## src/rtl/int4_dequant_dot_product_macros.svh

```systemverilog
// Assertion macros shared by the int4 dequant dot product modules.
// Included by the modules that carry assertions; depends on nothing else.
`ifndef INT4_DEQUANT_DOT_PRODUCT_MACROS_SVH
`define INT4_DEQUANT_DOT_PRODUCT_MACROS_SVH

`ifndef SYNTH
`define I4DQ_ASSERT(lbl, clk, rst, prop) \
  lbl: assert property (@(posedge clk) disable iff (rst) prop) \
    else $error("i4dq assertion failed");
`define I4DQ_ASSERT_NEVER(lbl, clk, rst, expr) \
  lbl: assert property (@(posedge clk) disable iff (rst) !(expr)) \
    else $error("i4dq forbidden condition seen");
`else
`define I4DQ_ASSERT(lbl, clk, rst, prop)
`define I4DQ_ASSERT_NEVER(lbl, clk, rst, expr)
`endif

`endif

```

## src/rtl/i4dq_pkg.sv

```systemverilog
// Shared widths, queue entry type and defaults for the int4 dequant dot product.
// Used by every module of the block; depends on nothing.
package i4dq_pkg;

  localparam int WEIGHT_W = 8;
  localparam int NIBBLE_W = 4;
  localparam int DATA_W   = 16;
  localparam int PROD_W   = 2 * DATA_W;
  localparam int TERM_W   = PROD_W + NIBBLE_W;
  localparam int ACC_W    = 48;

  localparam int QUEUE_DEPTH_DEF = 4;

  // One packed weight beat after the multiplies, waiting for accumulation.
  typedef struct packed {
    logic signed [TERM_W-1:0] term_low;
    logic signed [TERM_W-1:0] term_high;
    logic                     high_valid;
    logic                     last;
  } entry_t;

endpackage

```

## src/rtl/i4dq_front.sv

```systemverilog
// Front end: accepts weight beats, forms scale*activation products, then the
// biased-nibble terms that it pushes into the queue. Depends on i4dq_pkg.
module i4dq_front (
  input  logic                          clk,
  input  logic                          rst,
  input  logic                          weight_valid,
  output logic                          weight_stall,
  input  logic [i4dq_pkg::WEIGHT_W-1:0] weight_pair,
  input  logic signed [i4dq_pkg::DATA_W-1:0] scale_low,
  input  logic signed [i4dq_pkg::DATA_W-1:0] scale_high,
  input  logic signed [i4dq_pkg::DATA_W-1:0] act_low,
  input  logic signed [i4dq_pkg::DATA_W-1:0] act_high,
  input  logic                          high_valid,
  input  logic                          last,
  input  logic                          q_full,
  output logic                          push,
  output i4dq_pkg::entry_t              push_entry
);
  import i4dq_pkg::*;

  logic                       s_valid;
  logic signed [NIBBLE_W-1:0] s_code_low;
  logic signed [NIBBLE_W-1:0] s_code_high;
  logic signed [PROD_W-1:0]   s_prod_low;
  logic signed [PROD_W-1:0]   s_prod_high;
  logic                       s_hv;
  logic                       s_last;
  logic                       take;

  assign weight_stall = s_valid && q_full;
  assign take         = weight_valid && !weight_stall;
  assign push         = s_valid && !q_full;

  always_ff @(posedge clk) begin
    if (rst) begin
      s_valid <= 1'b0;
    end else if (!weight_stall) begin
      s_valid <= weight_valid;
    end
  end

  // A nibble minus 8 is the same nibble with its top bit flipped, read as signed.
  always_ff @(posedge clk) begin
    if (take) begin
      s_code_low  <= weight_pair[NIBBLE_W-1:0] ^ {1'b1, {(NIBBLE_W-1){1'b0}}};
      s_code_high <= weight_pair[WEIGHT_W-1:NIBBLE_W] ^ {1'b1, {(NIBBLE_W-1){1'b0}}};
      s_prod_low  <= PROD_W'(scale_low) * PROD_W'(act_low);
      s_prod_high <= PROD_W'(scale_high) * PROD_W'(act_high);
      s_hv        <= high_valid;
      s_last      <= last;
    end
  end

  always_comb begin
    push_entry.term_low   = TERM_W'(s_code_low) * TERM_W'(s_prod_low);
    push_entry.term_high  = TERM_W'(s_code_high) * TERM_W'(s_prod_high);
    push_entry.high_valid = s_hv;
    push_entry.last       = s_last;
  end

endmodule

```

## src/rtl/i4dq_queue.sv

```systemverilog
// Short FIFO of term entries between the front end and the accumulator.
// Depends on i4dq_pkg and the assertion macro header.
`include "int4_dequant_dot_product_macros.svh"

module i4dq_queue #(
  parameter int DEPTH = i4dq_pkg::QUEUE_DEPTH_DEF
) (
  input  logic             clk,
  input  logic             rst,
  input  logic             push,
  input  i4dq_pkg::entry_t push_entry,
  output logic             full,
  input  logic             pop,
  output logic             q_valid,
  output i4dq_pkg::entry_t pop_entry
);
  import i4dq_pkg::*;

  localparam int PTR_W = (DEPTH > 1) ? $clog2(DEPTH) : 1;
  localparam int CNT_W = $clog2(DEPTH + 1);

  entry_t           slots [DEPTH];
  logic [PTR_W-1:0] wr_ptr;
  logic [PTR_W-1:0] rd_ptr;
  logic [CNT_W-1:0] count;

  assign full      = (count == CNT_W'(DEPTH));
  assign q_valid   = (count != '0);
  assign pop_entry = slots[rd_ptr];

  always_ff @(posedge clk) begin
    if (rst) begin
      wr_ptr <= '0;
      rd_ptr <= '0;
      count  <= '0;
    end else begin
      if (push) begin
        wr_ptr <= (wr_ptr == PTR_W'(DEPTH - 1)) ? '0 : wr_ptr + 1'b1;
      end
      if (pop) begin
        rd_ptr <= (rd_ptr == PTR_W'(DEPTH - 1)) ? '0 : rd_ptr + 1'b1;
      end
      if (push && !pop) begin
        count <= count + 1'b1;
      end else if (pop && !push) begin
        count <= count - 1'b1;
      end
    end
  end

  always_ff @(posedge clk) begin
    if (push) begin
      slots[wr_ptr] <= push_entry;
    end
  end

  `I4DQ_ASSERT_NEVER(a_pop_empty, clk, rst, pop && (count == '0))
  `I4DQ_ASSERT(a_count_up, clk, rst, (push && !pop) |=> (count == $past(count) + 1'b1))

endmodule

```

## src/rtl/i4dq_accum.sv

```systemverilog
// Back end: saturating 48-bit accumulation of queued terms, one term per cycle
// unless a held result output register stalls it. Depends on i4dq_pkg and the macro header.
`include "int4_dequant_dot_product_macros.svh"

module i4dq_accum (
  input  logic                    clk,
  input  logic                    rst,
  input  logic                    q_valid,
  input  i4dq_pkg::entry_t        q_entry,
  output logic                    pop,
  output logic                    result_valid,
  input  logic                    result_stall,
  output logic signed [i4dq_pkg::ACC_W-1:0] dot_sum,
  output logic                    saturated
);
  import i4dq_pkg::*;

  typedef enum logic [1:0] {
    PH_LOW  = 2'b01,
    PH_HIGH = 2'b10
  } phase_t;

  localparam logic signed [ACC_W-1:0] ACC_MAX = {1'b0, {(ACC_W-1){1'b1}}};
  localparam logic signed [ACC_W-1:0] ACC_MIN = {1'b1, {(ACC_W-1){1'b0}}};

  entry_t                  cur;
  logic                    cur_valid;
  phase_t                  phase;
  logic signed [ACC_W-1:0] acc;
  logic                    sat_seen;

  logic signed [TERM_W-1:0] term;
  logic signed [ACC_W:0]    sum_wide;
  logic                     ovf;
  logic signed [ACC_W-1:0]  sum_sat;
  logic                     sat_next;
  logic                     final_step;
  logic                     out_free;
  logic                     advance;
  logic                     done;

  always_comb begin
    term     = (phase == PH_HIGH) ? cur.term_high : cur.term_low;
    sum_wide = (ACC_W + 1)'(acc) + (ACC_W + 1)'(term);
    ovf      = sum_wide[ACC_W] ^ sum_wide[ACC_W-1];
    if (ovf) begin
      sum_sat = sum_wide[ACC_W] ? ACC_MIN : ACC_MAX;
    end else begin
      sum_sat = sum_wide[ACC_W-1:0];
    end
    sat_next = sat_seen | ovf;
  end

  // The beat ends after its low term when the high half is skipped.
  assign final_step = cur_valid && ((phase == PH_HIGH) || !cur.high_valid);
  assign out_free   = !result_valid || !result_stall;
  assign advance    = cur_valid && !(final_step && cur.last && !out_free);
  assign done       = advance && final_step;
  assign pop        = q_valid && (!cur_valid || done);

  always_ff @(posedge clk) begin
    if (rst) begin
      cur_valid    <= 1'b0;
      phase        <= PH_LOW;
      acc          <= '0;
      sat_seen     <= 1'b0;
      result_valid <= 1'b0;
    end else begin
      if (done && cur.last) begin
        result_valid <= 1'b1;
      end else if (!result_stall) begin
        result_valid <= 1'b0;
      end
      if (advance) begin
        if (final_step && cur.last) begin
          acc      <= '0;
          sat_seen <= 1'b0;
        end else begin
          acc      <= sum_sat;
          sat_seen <= sat_next;
        end
        phase <= final_step ? PH_LOW : PH_HIGH;
      end
      if (pop) begin
        cur_valid <= 1'b1;
      end else if (done) begin
        cur_valid <= 1'b0;
      end
    end
  end

  always_ff @(posedge clk) begin
    if (pop) begin
      cur <= q_entry;
    end
    if (done && cur.last) begin
      dot_sum   <= sum_sat;
      saturated <= sat_next;
    end
  end

  `I4DQ_ASSERT(a_high_phase, clk, rst, (phase == PH_HIGH) |-> (cur_valid && cur.high_valid))
  `I4DQ_ASSERT(a_clear, clk, rst, (done && cur.last) |=> ((acc == '0) && !sat_seen))

endmodule

```

## src/rtl/int4_dequant_dot_product.sv

```systemverilog
// Top level of the int4 dequant dot product: front end, term queue, accumulator.
// Depends on i4dq_pkg, i4dq_front, i4dq_queue and i4dq_accum.
//
// Usage: the weight channel (weight_valid / weight_stall) carries one packed
// weight byte per beat with its two scales, two activations, high_valid and
// last. The result channel (result_valid / result_stall) carries one beat,
// dot_sum and saturated, for each input beat marked last.
// Throughput: one input beat per cycle when high_valid is 0 and nothing stalls; a
// beat with high_valid 1 needs the adder for both terms and so holds the flow. The
// single 48-bit saturating adder in the accumulator takes one term per cycle, low
// term first, unless a last term waits on a stalled result. A last beat passes
// the product, queue slot, entry and result registers on its way to result_valid.
// The front end keeps taking beats while the accumulator waits, until the
// QUEUE_DEPTH entry queue and the product stage are full.
// Reset clears the accumulator, the saturation flag, the queue and all valid
// state; the block accepts beats in the first cycle after reset.
// When the receiver stalls, the result register holds its beat; terms of
// later dot products keep accumulating until the next last beat must wait.
module int4_dequant_dot_product #(
  parameter int QUEUE_DEPTH = i4dq_pkg::QUEUE_DEPTH_DEF
) (
  input  logic                          clk,
  input  logic                          rst,
  input  logic                          weight_valid,
  output logic                          weight_stall,
  input  logic [i4dq_pkg::WEIGHT_W-1:0] weight_pair,
  input  logic signed [i4dq_pkg::DATA_W-1:0] scale_low,
  input  logic signed [i4dq_pkg::DATA_W-1:0] scale_high,
  input  logic signed [i4dq_pkg::DATA_W-1:0] act_low,
  input  logic signed [i4dq_pkg::DATA_W-1:0] act_high,
  input  logic                          high_valid,
  input  logic                          last,
  output logic                          result_valid,
  input  logic                          result_stall,
  output logic signed [i4dq_pkg::ACC_W-1:0] dot_sum,
  output logic                          saturated
);
  import i4dq_pkg::*;

  logic   push;
  logic   q_full;
  logic   pop;
  logic   q_valid;
  entry_t push_entry;
  entry_t pop_entry;

  i4dq_front u_front (
    .clk          (clk),
    .rst          (rst),
    .weight_valid (weight_valid),
    .weight_stall (weight_stall),
    .weight_pair  (weight_pair),
    .scale_low    (scale_low),
    .scale_high   (scale_high),
    .act_low      (act_low),
    .act_high     (act_high),
    .high_valid   (high_valid),
    .last         (last),
    .q_full       (q_full),
    .push         (push),
    .push_entry   (push_entry)
  );

  i4dq_queue #(
    .DEPTH (QUEUE_DEPTH)
  ) u_queue (
    .clk        (clk),
    .rst        (rst),
    .push       (push),
    .push_entry (push_entry),
    .full       (q_full),
    .pop        (pop),
    .q_valid    (q_valid),
    .pop_entry  (pop_entry)
  );

  i4dq_accum u_accum (
    .clk          (clk),
    .rst          (rst),
    .q_valid      (q_valid),
    .q_entry      (pop_entry),
    .pop          (pop),
    .result_valid (result_valid),
    .result_stall (result_stall),
    .dot_sum      (dot_sum),
    .saturated    (saturated)
  );

endmodule

```

## config.mk

```make
export PLATFORM = sky130hd
export DESIGN_NAME = int4_dequant_dot_product
export DESIGN_NICKNAME = d
export VERILOG_FILES = /design/src/rtl/i4dq_pkg.sv /design/src/rtl/i4dq_front.sv /design/src/rtl/i4dq_queue.sv /design/src/rtl/i4dq_accum.sv /design/src/rtl/int4_dequant_dot_product.sv
export VERILOG_INCLUDE_DIRS = /design/src /design/src/rtl
export SDC_FILE = /design/constraint.sdc
export NUM_CORES = 2
export LEC_CHECK = 0
export ABC_AREA = 1
export BUFFER_PORTS_ARGS = -buffer_cell sky130_fd_sc_hd__buf_2
export CAP_MARGIN = 30
export CELL_PAD_IN_SITES_DETAIL_PLACEMENT = 1
export CELL_PAD_IN_SITES_GLOBAL_PLACEMENT = 2
export CORE_ASPECT_RATIO = 0.5
export CORE_MARGIN = 5
export CORE_UTILIZATION = 42
export CTS_BUF_LIST = sky130_fd_sc_hd__clkbuf_2 sky130_fd_sc_hd__clkbuf_4 sky130_fd_sc_hd__clkbuf_8
export DETAILED_ROUTE_END_ITERATION = 6
export PLACE_DENSITY_LB_ADDON = 0.1
export SLEW_MARGIN = 20
export SYNTH_ARGS = -nofsm -noshare
export SYNTH_HDL_FRONTEND = slang
export SYNTH_SLANG_ARGS = --single-unit
```

## constraint.sdc

```tcl
create_clock -name clk -period 9.6 [get_ports clk]
set_input_delay 1.92 -clock clk [delete_from_list [all_inputs] [get_ports clk]]
set_output_delay 1.92 -clock clk [all_outputs]
set_load 0.02 [all_outputs]
```

; ---- Word level (Yosys, flattened, before mapping)
; Memory sizes are Yosys's and may differ from the RTL's. A register that Yosys moved wholly into a read port is not among the register bits.
; Index checks and enable logic that the tools add are counted.
[totals]
rom_bits = 0
latch_bits = 0
inputBits = 78
out_inout_bits = 51
word_cells = 80
ramBits = 296
n_memories = 1
register_bits = 184
[classes]
bitwise_logic = 4
addsub = 5
order_cmp = 0
mux = 16
n_eq_ne = 5
div_mod_pow = 0
shifts = 0
n_mul = 4
reduce_logical = 28
[mem_list]
columns = name, words, width, rd, rd_clocked_by_memory_dff, wr, line_no
row1 = u_queue.slots, 4, 74, 1, 1, 1, i4dq_queue.sv:22  ; entry_t slots [DEPTH];
[op_table]
columns = cell, n
row1 = 48-bit two-way mux, 3
row2 = 4-bit by 32-bit multiplier with 36-bit output, 2
row3 = 16-bit by 16-bit multiplier with 32-bit output, 2
row4 = 48-bit by 36-bit adder with 49-bit output, 1
row5 = 36-bit two-way mux, 1
row6 = 1-bit logical AND, 12
row7 = 1-bit logical NOT, 10
row8 = 1-bit two-way mux, 7
row9 = 2-bit == test (second input constant), 3
row10 = 2-bit two-way mux, 3
row11 = 3-bit two-way mux, 2
row12 = 2-bit by 1-bit adder with 2-bit output (second input constant), 2
row13 = 2-bit nonzero test, 2
row14 = 3-bit by 1-bit adder with 3-bit output (second input constant), 1
row15 = 3-bit == test (second input constant), 1
row16 = 1-bit logical OR, 3
row17 = 3-bit nonzero test, 1
row18 = 3-bit by 1-bit subtractor with 3-bit output (second input constant), 1
row19 = 2-bit by 1-bit != test with 1-bit output (second input constant), 1
row20 = 1-bit NOT, 2
row21 = 1-bit bitwise OR, 1
row22 = 1-bit bitwise XOR, 1

; ---- Depth between registers and ports, before layout
[logic_depth]
word_depth = 13
mapped_depth = 26

; ---- Modules after synthesis
; From an unflattened synthesis, not the netlist that was laid out.
[hier_totals]
cells_unflattened = 6744
hier_area_um2 = 56300.2
[by_module_without_submodules]
columns = module, n_inst, area_per_inst_um2, cells_each, seq_area_each_um2
row1 = i4dq_front, 1, 34291.6, 4702, 2242.2
row2 = i4dq_queue, 1, 11418.5, 776, 9068.7
row3 = i4dq_accum, 1, 10590.2, 1266, 4754.6

; ---- Worst setup path after synthesis
; OpenSTA, ideal clock, no wires.
[synth_timing]
path_type = in2reg
start = in scale_high[7] (netlist bit)
end = reg u_front.s_prod_high[25] (data pin)
t_required_ps = 9338
slack_ps = 2130
arrival_ps = 7207
cell_stages = 21
cell_sequence = clkbuf_1 clkbuf_1 nand2_1 fa_1 inv_1 fa_1 inv_1 fa_1 inv_1 fa_1 fa_1 inv_1 fa_1 inv_1 ha_1 nand2_1 or4_1 o21ai_0 a21oi_1 o21bai_1 xor2_1
[synth_between]
elab_chain_len = 1
[synth_lines]
columns = item, line_no
row1 = start: declaration, int4_dequant_dot_product.sv:28  ; input logic signed [i4dq_pkg::DATA_W-1:0] scale_high,
row2 = 16-bit by 16-bit multiplier with 32-bit output, i4dq_front.sv:48  ; s_prod_high <= PROD_W'(scale_high) * PROD_W'(act_high);
row3 = end signal: assignment, i4dq_front.sv:48
row4 = end: declaration, i4dq_front.sv:25  ; logic signed [PROD_W-1:0] s_prod_high;
; No other way between the ends.
; A chain may end at the register's enable or synchronous reset.

; ---- Worst setup path after layout
; Same ends and word-level chain as after synthesis.

==> impl_metrics.yaml <==
placement:
  place.gp.congestion: 0.847
  preCtsSetupSlack_ns: 1.37
  port-buffer-count: 128
  hpwl_mm: 119
  placed_area_um2: 55100
yosys:
  yosysTopAreaCell: "edfxtp_1"
  yosys_warnings: 0
  synth_common_cells: "1,298 x nand2_1, 1,260 x inv_1, 656 x fa_1"
  synth_top_cell_area_share_pct: 28.0
  synth-async-reset-ratio_pct: 0
  synth_edf_count: 493
  syn_area_um2: 52900
  synth_nets: 6955
  synth_ff_type: "edfxtp_1"
  synth_seq_cells: 554
  synth_area_leaders: "edfxtp_1 28%, fa_1 25%, nand2_1 9.2%, inv_1 8.9%, ha_1 8.4%"
  yosysMostFrequentCell: "nand2_1"
  synth_cell_types: 51
  synth_seq_area_share_pct: 30.3
  netlist_instances: 5867
  avgSynthCellArea_um2: 9.02
clocking:
  cts.sinks: 554
  cts_max_level: 3
  cts_tree: "yes"
  cts_resized: 0
  cts_root_buffer: "clkbuf_8"
  postCtsSetupBuffers: 0
  clockBufferDepth: 3
  cts-hold-fix-buffers: 0
  cts_buffers: 90
  clock_latency_ns: 0.75
  clk_pin_slew_ns: 0.07
sta:
  period_share_pct: 79.5
  rsz0062_at_grt: "false"
  slew_viol_final: 0
  layout_setup_ws_ns: 1.97
  worstMarginPinSlew_ns: 0.976
  final-setup-viol-count: 0
  hold_viol: 0
  skew_ns: 0.0743
  fin_tns_setup_ns: 0
  clock.fmax_mhz: 131
  timing.slew.headroom_pct: 34.9
  min_period_ns: 7.63
drt:
  drc: 0
  vias_per_cell: 5.02
  first_pass_iters: 5
  num_vias: 38478
  drt_iter0_drc: 1801
  final_antenna_net_count: 0
  drt_wl_total_mm: 149
  wire_per_inst_um: 19.5
critical_path:
  crit_path_end_kind: "register"
  critPathArrivalTime_ns: 8.08
  cp_common_cell: "fa_1"
  crit_type: "in2reg"
  critical_path_peak_fanout: 16
  start_kind: "input pin"
  path_cells: "buf_2, nand2_1, fa_1, inv_1, fa_1, inv_1, fa_1, inv_1, fa_1, fa_1, inv_1, fa_1, inv_1, ha_1, nand2_1, or4_1, o21ai_0, a21oi_1, o21bai_1, xor2_1"
  critPathSlowestCell: "fa_1"
  cp.required_ns: 10.05
  critPathMaxStageDelay_ns: 0.56
global_route:
  grt_max_degree: 80
  grt_pass1_vias: 42892
  grt_pass1_wl_mm: 241
  antenna_found_initial: 5
  gr-usage-all-layers_pct: 22.7
  grt_overflow_total: 0
worst_hold_path:
  hold_class: "reg2reg"
layout:
  area_growth_pct: 7.65
  final_area_um2: 57000
  num-nets-final: 6983
  fillers: 14579
  drive_gt1_share_pct: 8.93
  post-route-util_pct: 45.4
outcome:
  status: "finished clean"
die:
  coreArea_um2: 126000
  start_util_pct: 42.2
  die_w_um: 512
  ioPinCount: 129
  die_area_um2: 134000
  die_h_um: 261
  num_rows: 92
flow_run:
  cap_violations: 0
==> per-stage QoR <==
step           hold WS [ns]  instances
6_report              0.472       7662
5_1_grt               0.497       7662
3_3_place_gp          0.456       7491
3_5_place_dp          0.463       7494
4_1_cts               0.474       7660
2_1_floorplan         0.449       5867
==> final cells by class <==
class	count	area [um^2]	area share, %
inverters	1275	4790	8.40
clock buffers	125	1510	2.66
well taps	1692	2120	3.71
diodes	1	2.50	0.00439
flip-flops and latches	554	16000	28.1
clock inverters	41	343	0.601
repair buffers	152	876	1.54
multi-input cells	3822	31300	55.0
==> layer usage <==
| metal | up-vias | routed length (um) | GRT usage (%) |
|---|---|---|---|
| met5 | - | 0 | 0 |
| met3 | 132 | 4280 | 2.02 |
| met2 | 527 | 70800 | 38.7 |
| li1 | 18205 | - | - |
| met1 | 19614 | 72100 | 32.1 |
| met4 | 0 | 2210 | 4.11 |
==> layout by cell type (no fill, tap or decap), types with 10 or more instances in the layout <==
cell type	n
nand2_1	1297
inv_1	1256
fa_1	656
edfxtp_1	493
ha_1	354
nor2_1	336
o21ai_0	250
a21oi_1	238
buf_2	128
xor2_1	94
clkbuf_8	92
xnor2_1	79
nand3_1	76
o22ai_1	74
or2_2	70
dfxtp_1	59
mux2_2	36
clkbuf_4	33
nor3_1	30
nand2_2	28
nand4_1	23
o21bai_1	23
nand2_4	21
a21oi_2	20
buf_4	20
inv_2	17
clkinv_1	16
a21o_1	15
o211ai_1	12
clkinv_2	12
o21ai_2	11
nor2_4	10
nor4_1	10
==> final timing paths <==
path / slack [ns] / end / depth (start not counted) / start
worst max-delay path: 1.97 / u_front.s_prod_high[25] / 20 / scale_high[7]
worst min-delay path: 0.47 / u_accum.acc[41] / 2 / u_accum.acc[41]
worst max register to register: 4.26 / u_queue.slots[1][69] / 18 / u_front.s_code_low[1]
worst min register to register: 0.47 / u_accum.acc[41] / 2 / u_accum.acc[41]
==> state kept, by name (all words and copies together), names as in the netlist, 2 cells and up <==
signal,flops
u_accum.acc,48
u_accum.cur,74
u_accum.dot_sum,48
u_accum.phase,2
u_front.s_code_high,4
u_front.s_code_low,4
u_front.s_prod_high,32
u_front.s_prod_low,32
u_queue.count,3
u_queue.rd_ptr,2
u_queue.slots,296
u_queue.wr_ptr,2
==> critical path, delay by kind of cell <==
family,cells,cell delay [ns]
buffers and inverters,6,0.60
XOR/XNOR,1,0.50
AND/OR/NAND/NOR,3,0.81
AO/OA/AOI/OAI,3,0.79
adder cells (fa/ha/maj),7,3.44
==> cell families after synthesis <==
| family | Yosys count | share of synthesized area [%] |
|---|---|---|
| AND/OR/NAND/NOR | 1919 | 15.0 |
| buffers and inverters | 1491 | 10.7 |
| adder cells (fa/ha/maj) | 1010 | 33.2 |
| AO/OA/AOI/OAI | 684 | 7.28 |
| flip-flops | 554 | 30.3 |
| XOR/XNOR | 173 | 2.86 |
| multiplexers | 36 | 0.766 |
Power is not shown: default switching activity piles up to over one toggle a cycle in this logic, so the estimate is an artifact.
